### config.mk
export PLATFORM = sky130hd
export DESIGN_NAME = dependent_step_sequencer
export DESIGN_NICKNAME = d
export VERILOG_FILES = /design/src/hdl/dss_pkg.sv /design/src/hdl/dss_store.sv /design/src/hdl/dss_req_unit.sv /design/src/hdl/dependent_step_sequencer.sv
export SDC_FILE = /design/constraint.sdc
export NUM_CORES = 1
export LEC_CHECK = 0
export ABC_AREA = 1
export BUFFER_PORTS_ARGS = -buffer_cell sky130_fd_sc_hd__clkbuf_2
export CELL_PAD_IN_SITES_DETAIL_PLACEMENT = 1
export CELL_PAD_IN_SITES_GLOBAL_PLACEMENT = 2
export CORE_ASPECT_RATIO = 0.5
export CORE_MARGIN = 2
export CORE_UTILIZATION = 44
export CTS_CLUSTER_DIAMETER = 50
export DETAILED_ROUTE_END_ITERATION = 8
export GPL_TIMING_DRIVEN = 1
export PLACE_DENSITY = 0.84
export SLEW_MARGIN = 20
export SYNTH_ARGS = -nofsm -noshare
export SYNTH_HDL_FRONTEND = slang
export SYNTH_SLANG_ARGS = --single-unit
export TNS_END_PERCENT = 100
### constraint.sdc
create_clock -name clk -period 4.4 [get_ports clk]
set_input_delay 0.22 -clock clk [delete_from_list [all_inputs] [get_ports clk]]
set_output_delay 0.22 -clock clk [all_outputs]
set_load 0.01 [all_outputs]
### src/hdl/dss_pkg.sv
// dss_pkg: shared types, widths and codes for the dependent step sequencer.
// No dependencies; used by every module of the block.
`default_nettype none
package dss_pkg;

    localparam int DEPTH = 16;
    localparam int IDX_W = $clog2(DEPTH);
    localparam int CNT_W = $clog2(DEPTH + 1);

    localparam logic [2:0] MODE_APPEND = 3'd0;
    localparam logic [2:0] MODE_START  = 3'd1;
    localparam logic [2:0] MODE_DONE   = 3'd2;
    localparam logic [2:0] MODE_FAIL   = 3'd3;
    localparam logic [2:0] MODE_SETNXT = 3'd4;

    localparam logic [1:0] KIND_START = 2'd0;
    localparam logic [1:0] KIND_SKIP  = 2'd1;
    localparam logic [1:0] KIND_ACK   = 2'd2;
    localparam logic [1:0] KIND_ERROR = 2'd3;

    typedef struct packed {
        logic       present;
        logic [6:0] value;
    } req_entry_t;

    typedef struct packed {
        logic             en;
        logic [IDX_W-1:0] addr;
        req_entry_t       data;
    } tbl_wr_t;

    typedef struct packed {
        logic             en;
        logic [IDX_W-1:0] addr;
        logic             mark;
    } fail_wr_t;

endpackage
`default_nettype wire

### src/hdl/dss_store.sv
// dss_store: requirement table and fail marks of the step sequencer.
// Depends on dss_pkg.
`default_nettype none
module dss_store (
    input  wire logic                              clk,
    input  wire logic                              rst_n,
    input  wire dss_pkg::tbl_wr_t                  tbl_wr,
    input  wire dss_pkg::fail_wr_t                 fail_wr,
    input  wire logic [dss_pkg::IDX_W-1:0]         rd_addr,
    output dss_pkg::req_entry_t                    rd_entry,
    output logic [dss_pkg::DEPTH-1:0]              fail_marks
);

    dss_pkg::req_entry_t tbl_reg [dss_pkg::DEPTH];
    logic [dss_pkg::DEPTH-1:0] fail_reg;

    always_ff @(posedge clk)
    begin
        if (tbl_wr.en)
        begin
            tbl_reg[tbl_wr.addr] <= tbl_wr.data;
        end
    end

    always_ff @(posedge clk or negedge rst_n)
    begin
        if (!rst_n)
        begin
            fail_reg <= '0;
        end
        else if (fail_wr.en)
        begin
            fail_reg[fail_wr.addr] <= fail_wr.mark;
        end
    end

    assign rd_entry   = tbl_reg[rd_addr];
    assign fail_marks = fail_reg;

endmodule
`default_nettype wire

### src/hdl/dss_req_unit.sv
// dss_req_unit: resolves a step's requirement index and tests its fail mark.
// Shared by every step of a skip chain. Depends on dss_pkg.
`default_nettype none
module dss_req_unit (
    input  wire dss_pkg::req_entry_t               entry,
    input  wire logic [dss_pkg::IDX_W-1:0]         cur,
    input  wire logic [dss_pkg::DEPTH-1:0]         fail_marks,
    output logic                                   met
);

    logic [7:0] sum;
    logic [7:0] idx;
    logic       in_range;

    always_comb
    begin
        sum      = {1'b0, 7'(cur)} + {entry.value[6], entry.value};
        idx      = entry.value[6] ? sum : {1'b0, entry.value};
        in_range = !idx[7] && (idx < 8'(dss_pkg::DEPTH));
        met      = !entry.present || !in_range || !fail_marks[idx[dss_pkg::IDX_W-1:0]];
    end

endmodule
`default_nettype wire

### src/hdl/dependent_step_sequencer.sv
// dependent_step_sequencer: top level; sequencer, step state and result register.
// Depends on dss_pkg, dss_store, dss_req_unit.
//
//  channel | dir | beat fields
//  s_*     | in  | tuser: mode; tdata: requirement_present, requirement_value, target_index
//  m_*     | out | tdata: step_index; tuser: result_kind; tlast: last_of_run
//
// Each beat is accepted in ST_IDLE and executed in ST_EXEC.
// A start, or a finished/failed beat with a step to follow, then runs the skip chain
// in ST_CHAIN, one step at a time through the shared requirement unit, for a chain
// of up to DEPTH steps.
// A full result register stalls execution until m_tready.
// Reset clears the fail marks, cur and count and sets nxt to 1; the table needs no reset.
`default_nettype none
module dependent_step_sequencer (
    input  wire logic        clk,
    input  wire logic        rst_n,
    input  wire logic        s_tvalid,
    output logic             s_tready,
    input  wire logic [15:0] s_tdata,  // requirement_present[0], requirement_value[7:1],
                                       // target_index[13:8]
    input  wire logic [2:0]  s_tuser,  // mode[2:0]
    output logic             m_tvalid,
    input  wire logic        m_tready,
    output logic [7:0]       m_tdata,  // step_index[5:0]
    output logic [1:0]       m_tuser,  // result_kind[1:0]
    output logic             m_tlast
);

    localparam int IW = dss_pkg::IDX_W;
    localparam int CW = dss_pkg::CNT_W;

    localparam logic [1:0] ST_IDLE  = 2'd0;
    localparam logic [1:0] ST_EXEC  = 2'd1;
    localparam logic [1:0] ST_CHAIN = 2'd2;

    logic [1:0]    state_reg, state_next;
    logic [IW-1:0] cur_reg, cur_next;
    logic [CW-1:0] nxt_reg, nxt_next;
    logic [CW-1:0] cnt_reg, cnt_next;

    logic [2:0]    mode_reg;
    logic          pres_reg;
    logic [6:0]    val_reg;
    logic [5:0]    tgt_reg;

    logic          ov_reg;
    logic [5:0]    oidx_reg;
    logic [1:0]    okind_reg;
    logic          olast_reg;

    logic          emit;
    logic [1:0]    e_kind;
    logic          e_last;
    logic          out_free;
    logic [CW-1:0] cur_ext;
    logic [CW-1:0] cur_inc;

    dss_pkg::tbl_wr_t    tbl_wr;
    dss_pkg::fail_wr_t   fail_wr;
    dss_pkg::req_entry_t rd_entry;
    logic [dss_pkg::DEPTH-1:0] fail_marks;
    logic                met;

    dss_store u_store (
        .clk        (clk),
        .rst_n      (rst_n),
        .tbl_wr     (tbl_wr),
        .fail_wr    (fail_wr),
        .rd_addr    (cur_reg),
        .rd_entry   (rd_entry),
        .fail_marks (fail_marks)
    );

    dss_req_unit u_req (
        .entry      (rd_entry),
        .cur        (cur_reg),
        .fail_marks (fail_marks),
        .met        (met)
    );

    assign out_free = !ov_reg || m_tready;
    assign s_tready = (state_reg == ST_IDLE);
    assign cur_ext  = CW'(cur_reg);
    assign cur_inc  = cur_ext + CW'(1);

    always_comb
    begin
        state_next   = state_reg;
        cur_next     = cur_reg;
        nxt_next     = nxt_reg;
        cnt_next     = cnt_reg;
        emit         = 1'b0;
        e_kind       = dss_pkg::KIND_ACK;
        e_last       = 1'b1;
        tbl_wr.en    = 1'b0;
        tbl_wr.addr  = cnt_reg[IW-1:0];
        tbl_wr.data  = {pres_reg, val_reg};
        fail_wr.en   = 1'b0;
        fail_wr.addr = cur_reg;
        fail_wr.mark = 1'b1;
        case (state_reg)
            ST_IDLE:
            begin
                if (s_tvalid)
                begin
                    state_next = ST_EXEC;
                end
            end
            ST_EXEC:
            begin
                if (out_free)
                begin
                    emit       = 1'b1;
                    state_next = ST_IDLE;
                    case (mode_reg)
                        dss_pkg::MODE_APPEND:
                        begin
                            if (cnt_reg >= CW'(dss_pkg::DEPTH))
                            begin
                                e_kind = dss_pkg::KIND_ERROR;
                            end
                            else
                            begin
                                tbl_wr.en    = 1'b1;
                                fail_wr.en   = 1'b1;
                                fail_wr.addr = cnt_reg[IW-1:0];
                                fail_wr.mark = 1'b0;
                                cnt_next     = cnt_reg + CW'(1);
                            end
                        end
                        dss_pkg::MODE_START:
                        begin
                            if (cur_ext >= cnt_reg)
                            begin
                                e_kind = dss_pkg::KIND_ERROR;
                            end
                            else
                            begin
                                emit       = 1'b0;
                                state_next = ST_CHAIN;
                            end
                        end
                        dss_pkg::MODE_DONE, dss_pkg::MODE_FAIL:
                        begin
                            fail_wr.en   = 1'b1;
                            fail_wr.mark = (mode_reg == dss_pkg::MODE_FAIL);
                            if (nxt_reg < cnt_reg)
                            begin
                                cur_next   = nxt_reg[IW-1:0];
                                emit       = 1'b0;
                                state_next = ST_CHAIN;
                            end
                        end
                        dss_pkg::MODE_SETNXT:
                        begin
                            if (7'(tgt_reg) >= 7'(dss_pkg::DEPTH))
                            begin
                                e_kind = dss_pkg::KIND_ERROR;
                            end
                            else
                            begin
                                nxt_next = CW'(tgt_reg);
                            end
                        end
                        default:
                        begin
                            e_kind = dss_pkg::KIND_ACK;
                        end
                    endcase
                end
            end
            ST_CHAIN:
            begin
                if (out_free)
                begin
                    emit     = 1'b1;
                    nxt_next = cur_inc;
                    if (met)
                    begin
                        e_kind     = dss_pkg::KIND_START;
                        state_next = ST_IDLE;
                    end
                    else
                    begin
                        e_kind     = dss_pkg::KIND_SKIP;
                        fail_wr.en = 1'b1;
                        if (cur_inc < cnt_reg)
                        begin
                            e_last   = 1'b0;
                            cur_next = cur_inc[IW-1:0];
                        end
                        else
                        begin
                            state_next = ST_IDLE;
                        end
                    end
                end
            end
            default:
            begin
                state_next = ST_IDLE;
            end
        endcase
    end

    always_ff @(posedge clk or negedge rst_n)
    begin
        if (!rst_n)
        begin
            state_reg <= ST_IDLE;
            cur_reg   <= '0;
            nxt_reg   <= CW'(1);
            cnt_reg   <= '0;
            ov_reg    <= 1'b0;
        end
        else
        begin
            state_reg <= state_next;
            cur_reg   <= cur_next;
            nxt_reg   <= nxt_next;
            cnt_reg   <= cnt_next;
            if (emit)
            begin
                ov_reg <= 1'b1;
            end
            else if (m_tready)
            begin
                ov_reg <= 1'b0;
            end
        end
    end

    always_ff @(posedge clk)
    begin
        if (s_tvalid && s_tready)
        begin
            mode_reg <= s_tuser;
            pres_reg <= s_tdata[0];
            val_reg  <= s_tdata[7:1];
            tgt_reg  <= s_tdata[13:8];
        end
        if (emit)
        begin
            oidx_reg  <= 6'(cur_reg);
            okind_reg <= e_kind;
            olast_reg <= e_last;
        end
    end

    assign m_tvalid = ov_reg;
    assign m_tdata  = {2'b00, oidx_reg};
    assign m_tuser  = okind_reg;
    assign m_tlast  = olast_reg;

endmodule
`default_nettype wire

Yosys cells after proc, flatten, opt, wreduce, memory -nomap -nowiden
Memory sizes are Yosys's and may differ from the RTL's.
Index checks and enable logic that the tools add are counted.

storage, ports and cells
  RAM bits = 128
  input port bits = 23
  memories kept = 1
  word-level logic and storage cells = 125
  register bits after elaboration = 57

memory list
  memory           depth  bits a word  rd ports  clocked after memory_dff  wr ports  line             source
  u_store.tbl_reg  16     8            1         0                         1         dss_store.sv:14  dss_pkg::req_entry_t tbl_reg [dss_pkg::DEPTH];

operators by class
  reduce and logical (&&, ||, !) cells = 21
  bitwise gates (word level) = 3
  multiplexer cells = 59
  equality and inequality tests = 16
  order comparisons = 9
  add/sub/neg operators = 3

operators by type and width
  operator                                                                              number
  4-bit 2-to-1 mux                                                                      7
  5-bit 2-to-1 mux                                                                      5
  1-bit 2-to-1 mux                                                                      22
  16-bit bitwise mux                                                                    1
  2-bit 2-to-1 mux                                                                      8
  2-bit != test (second input constant)                                                 7
  6-bit 2-to-1 mux                                                                      2
  4-bit by 5-bit < comparator with 1-bit output (second input constant)                 2
  5-bit < comparator                                                                    2
  1-bit case mux with 2 select lines                                                    5
  5-bit case mux with 2 select lines                                                    1
  5-bit by 7-bit adder with 8-bit output                                                1
  8-bit by 5-bit < comparator with 1-bit output (second input constant)                 1
  8-bit 2-to-1 mux                                                                      1
  2-bit case mux with 2 select lines                                                    2
  4-bit case mux with 2 select lines                                                    1
  4-bit AND reduction                                                                   2
  7-bit AND reduction                                                                   1
  3-bit by 2-bit equality test with 1-bit output (second input constant)                2
  6-bit by 5-bit greater-or-equal comparator with 1-bit output (second input constant)  1
  2-bit case mux with 3 select lines                                                    1
  4-bit by 1-bit adder with 5-bit output (second input constant)                        1
  5-bit by 1-bit adder with 5-bit output (second input constant)                        1
  4-bit by 5-bit greater-or-equal comparator with 1-bit output                          1
  other kinds (21)                                                                      33

Logic depth before layout (Yosys ltp)
An unclocked memory read counts as a cell.

  depth after elaboration = 11
  mapped depth = 25
  mapped depth without buffers = 23

By module
From an unflattened synthesis, not the netlist that was laid out.

unflattened totals
  cell total of the unflattened synthesis = 949
  area total of the unflattened synthesis = 9,052.4 µm²

by module, submodules not included
  module                    times used  cells an instance  sequential area each (µm²)  area each (µm²)
  dss_store                 1           617                4,244.1                     6,303.5
  dependent_step_sequencer  1           250                1,147.4                     2,277.2
  dss_req_unit              1           82                 0.0                         471.7

Worst setup path after synthesis
OpenSTA, ideal clock, no wires.

  path type = register to register
  from = reg cur_reg[2]
  to = reg u_store.fail_reg (netlist bit u_store.fail_marks[0])
  path buffers = 3
  arrival time = 2.777 ns
  clock period less this slack = 2.895 ns
  cell stages (with the launch flop) = 22
  setup slack = 1.505 ns
  path through = dfrtp_1 > buf_2 > inv_1 > buf_2 > nand3_1 > nand3_1 > nand2_1 > ha_1 > fa_1 > nand2_1 > inv_1 > nor2_1 > inv_1 > o21ai_1 > nand3_1 > nand3_1 > nand4_2 > nand2_4 > buf_6 > nand3_1 > nand2_1 > nand2_1

between the ends
  longest elaborated chain between the ends = 11
  elaborated cells on any way between the ends = 26

ends and longest elaborated chain
  item                                                                                line                             source
  start: declaration                                                                  dependent_step_sequencer.sv:38   logic [IW-1:0] cur_reg, cur_next;
  start signal: assignment                                                            dependent_step_sequencer.sv:220  cur_reg <= cur_next;
  memory read 16 x 8 bit                                                              n/a
  5-bit by 7-bit adder with 8-bit output                                              dss_req_unit.sv:17               sum = {1'b0, 7'(cur)} + {entry.value[6], entry.value};
  8-bit 2-to-1 mux                                                                    dss_req_unit.sv:18               idx = entry.value[6] ? sum : {1'b0, entry.value};
  8-bit by 5-bit < comparator with 1-bit output or 1-bit logical NOT (tied branches)  dss_req_unit.sv:19               in_range = !idx[7] && (idx < 8'(dss_pkg::DEPTH));
  1-bit logical AND                                                                   dss_req_unit.sv:19
  1-bit logical NOT                                                                   dss_req_unit.sv:20               met = !entry.present || !in_range || !fail_marks[idx[dss_pkg::IDX_W-1:0]];
  1-bit logical OR (2 in series)                                                      dss_req_unit.sv:20
  1-bit 2-to-1 mux                                                                    dependent_step_sequencer.sv:179  if (met)
  1-bit 2-to-1 mux                                                                    dependent_step_sequencer.sv:175  if (out_free)
  1-bit case mux with 2 select lines                                                  dependent_step_sequencer.sv:102  case (state_reg)
  end signal: indexed assignment                                                      dss_store.sv:33                  fail_reg[fail_wr.addr] <= fail_wr.mark;
  end: declaration                                                                    dss_store.sv:15                  logic [dss_pkg::DEPTH-1:0] fail_reg;

Several ways; a longest one is shown, not always the timed one. The select of a mux whose other input is x is not followed.
A chain may end at the register's enable or synchronous reset.

Worst setup path after layout
  from = reg cur_reg[0]
  to = reg u_store.fail_reg (netlist bit u_store.fail_marks[2])

Same word-level chain as after synthesis.

==> results.tsv <==
stage	metric	value	unit
run_status	status	completed	
critical_path	Worst EP arrival	3.95	ns
finish	Area Growth Syn to Fin	11.4	%
min_path	min-delay src	s_tvalid	
routing	average wire per standard cell	20.0	µm
sta	Setup violations, final	0	
logic_synthesis	Mapped Area	0.00883	mm²
sta	min cycle time layout	3.62	ns
power_and_ir_drop	Max IR drop VDD	0.516	mV
logic_synthesis	Cells after Synth	851	
clock_network	Sink Count	185	
critical_path	Max Fanout on Critical Path	62	
clock_network	Post CTS Setup Buffer Count	0	
power_and_ir_drop	combinational power share	43.0	%
sta	RSZ-0062 raised after global routing	false	
sta	Max Clk Rate	0.276	GHz
global_route	initial antenna violation count	0	
power_and_ir_drop	Pint	3.85	mW
die	Initial Util	45.2	%
sta	Final Hold Vio Count	0	
die	Die Span Y	104	µm
finish	most common cell after layout, fill and taps aside	nand2_1	
die	core area	0.0195	mm²
finish	nets	940	
routing	DRC Markers	0	
global_route	gr usage total	23.3	%
logic_synthesis	Seq/Total Area, Yosys	61.1	%
sta	Fin Setup TNS	0	ns
global_route	first-pass GRT wire length	37300	µm
logic_synthesis	number of synthesized register bits	185	
die	# rows	36	
clock_network	Num CTS Buffers	17	
logic_synthesis	asr flop ratio synth	17.8	%
finish	max reg flops	128	
routing	DR vias	6356	
die	Die Area	0.0213	mm²
critical_path	worst path required time	4.73	ns
finish	share of cells above drive strength 1	10.2	%
job	maxcap violations	0	
clock_network	Clock Pin Slew Worst Setup and Hold Paths	0.07	ns
power_and_ir_drop	Flop pwr share	34.2	%
logic_synthesis	top_reg_cell synth	edfxtp_1	
power_and_ir_drop	Tot Pwr	6.85	mW
finish	most frequent cells in the layout	nand2_1, edfxtp_1, nor2_1	
routing	Detailed Route WL	23400	µm
critical_path	FF-to-FF End	u_store.fail_marks[2]	
critical_path	Crit. End Element	register	
sta	Slew Limit Fails	0	
routing	DR vias/cell	5.43	
sta	worst clock skew	0.0116	ns
finish	diodes inserted	0	
routing	TritonRoute pass-1 iters	5	
logic_synthesis	Post-synth EDFFs	152	
placed_design	RePlAce Congestion	0.857	
global_route	total congestion overflow	0	
logic_synthesis	synthesized area per cell	10.4	µm²
power_and_ir_drop	Leakage Power	3.98	nW
placed_design	placed wire-length estimate	15300	µm
power_and_ir_drop	Psw	3.01	mW
critical_path	reg-to-reg startpoint	cur_reg[0]	
clock_network	CTS max path bufs	2	
clock_network	Root Buffer Master	clkbuf_16	
min_path	Hold EP	state_reg[0]	
sta	fin crit share	82.2	%
routing	routed wl met3	1090	µm
critical_path	critical path class	reg -> reg	
clock_network	CTS tree	yes	
power_and_ir_drop	clock network power share	22.7	%
power_and_ir_drop	switch share	43.9	%
routing	Met1 Wirelength	10900	µm
clock_network	H-tree depth	4	
logic_synthesis	distinct cell type count after synthesis	48	
sta	Rel. slew slack	30.9	%
finish	final core utilization	50.3	%
routing	uppermost layer routed	met4	
routing	1st-iter DRT viols	423	
clock_network	worst-skew pair later-pin latency	0.45	ns
sta	worst slew pin tran	1.03	ns
critical_path	reg2reg path depth	20	
logic_synthesis	synthesis warning total	0	
power_and_ir_drop	PwrDens	697	mW/mm²
global_route	vias in the first global route	6587	
routing	post-route ant nets	0	
critical_path	reg2reg setup slack	0.78	ns
die	chip width	204	µm
routing	Met2 Wirelength	11100	µm
critical_path	Setup crit start kind	register	
placed_design	port bufs	29	
die	total I/O pin count	36	
global_route	largest net degree at the start of global routing	63	
min_path	Hold/Removal Path Class	in -> reg	
min_path	hold path depth	5	
==> how the worst max path moves through the flow <==
stage / from / end / slack [ns] / cells past startpoint
5_1_grt: cur_reg[0] / u_store.fail_marks[2] / 0.38 / 20
4_1_cts: cur_reg[0] / u_store.fail_marks[2] / 0.78 / 20
3_3_place_gp: cur_reg[0] / u_store.fail_marks[10] / 0.93 / 20
6_report: cur_reg[0] / u_store.fail_marks[2] / 0.78 / 20
2_1_floorplan: cur_reg[2] / u_store.fail_marks[0] / 1.50 / 21
3_5_place_dp: cur_reg[0] / u_store.fail_marks[2] / 0.79 / 20
==> layer usage <==
layer  vias up  track usage (%)
li1       3022                -
met1      3159             32.0
met2       149             37.3
met3        26             4.95
met4         0             6.63
met5         -                0
==> logic make-up (layout without fill, tap and decap cells) <==
| kind of cell | count (synthesis) | after routing | share of synthesized area, % |
|---|---|---|---|
| fa+ha+maj | 26 | 26 | 3.77 |
| compound gates | 110 | 110 | 7.47 |
| buf+inv | 113 | 163 | 7.13 |
| other cells | 1 | 4 | 0.0425 |
| xor+xnor | 4 | 4 | 0.397 |
| flops | 185 | 185 | 61.1 |
| simple gates | 412 | 412 | 20.1 |
==> Yosys cell counts, drive strengths merged, types with 2 or more instances <==
cell type / number / area share (%)
o21a: 2 / 0.17
edfxtp: 152 / 52
a221oi: 4 / 0.40
nand2: 194 / 8.6
buf: 36 / 3.7
a31oi: 4 / 0.28
nor2: 96 / 4.1
dfrtp: 32 / 9.1
o221ai: 3 / 0.30
o211ai: 9 / 0.88
nor3: 7 / 0.40
xor2: 4 / 0.40
a21oi: 23 / 1.3
inv: 71 / 3.1
nand3: 92 / 5.3
ha: 25 / 3.5
clkbuf: 6 / 0.26
nand4: 21 / 1.6
o21ai: 52 / 3.0
o22ai: 6 / 0.43
==> through the flow <==
stage | area (µm²) | hold slack [ns] | setup slack (ns) | instances
5_1_grt | 9830 | 0.268 | 0.376 | 1170
3_5_place_dp | 9060 | 0.394 | 0.794 | 1120
6_report | 9830 | 0.196 | 0.781 | 1170
2_1_floorplan | 8840 | -0.0756 | 1.50 | 854
4_1_cts | 9830 | 0.181 | 0.777 | 1170
3_3_place_gp | 9060 | 0.385 | 0.929 | 1120
==> timing repair <==
action	in CTS	in global routing
hold buffers	18	0
gates resized for setup	0	0
setup endpoints to repair	0	0
endpoints found under the hold margin	49	0
==> power groups by stage <==
stage | clock (mW) | combinational, mW | sequential [mW]
after floorplan | 0 | 2.21 | 2.33
after global placement | 0 | 2.82 | 2.37
after detailed placement | 0 | 2.92 | 2.38
after CTS | 1.58 | 2.96 | 2.35
after global routing | 1.65 | 3.32 | 2.38
final | 1.56 | 2.95 | 2.35
==> critical path, cell delays in order, from the launching register on <==
cell and delay [ns]:
dfrtp_2 0.47, inv_8 0.31, nand2_1 0.09, nand2_1 0.08, nand2_1 0.05, nand3_1 0.08, nand3_1 0.13, nand2_1 0.21
ha_1 0.22, fa_1 0.20, nand2_1 0.06, inv_1 0.06, nor2_1 0.04, nor3_1 0.29, o211ai_1 0.14, a21oi_2 0.26
nand4_2 0.19, nand2_4 0.30, nand3_1 0.14, nand2_1 0.08, nand2_1 0.05
==> area by class of cell <==
type,count,area (µm²)
clock inverters,14,161
flip-flops and latches,185,5390
fillers,2168,9720
repair buffers,60,423
clock buffers,18,429
inverters,71,277
well taps,266,333
multi-input cells,556,2820
No activity file was read; power rests on OpenSTA's default activity.
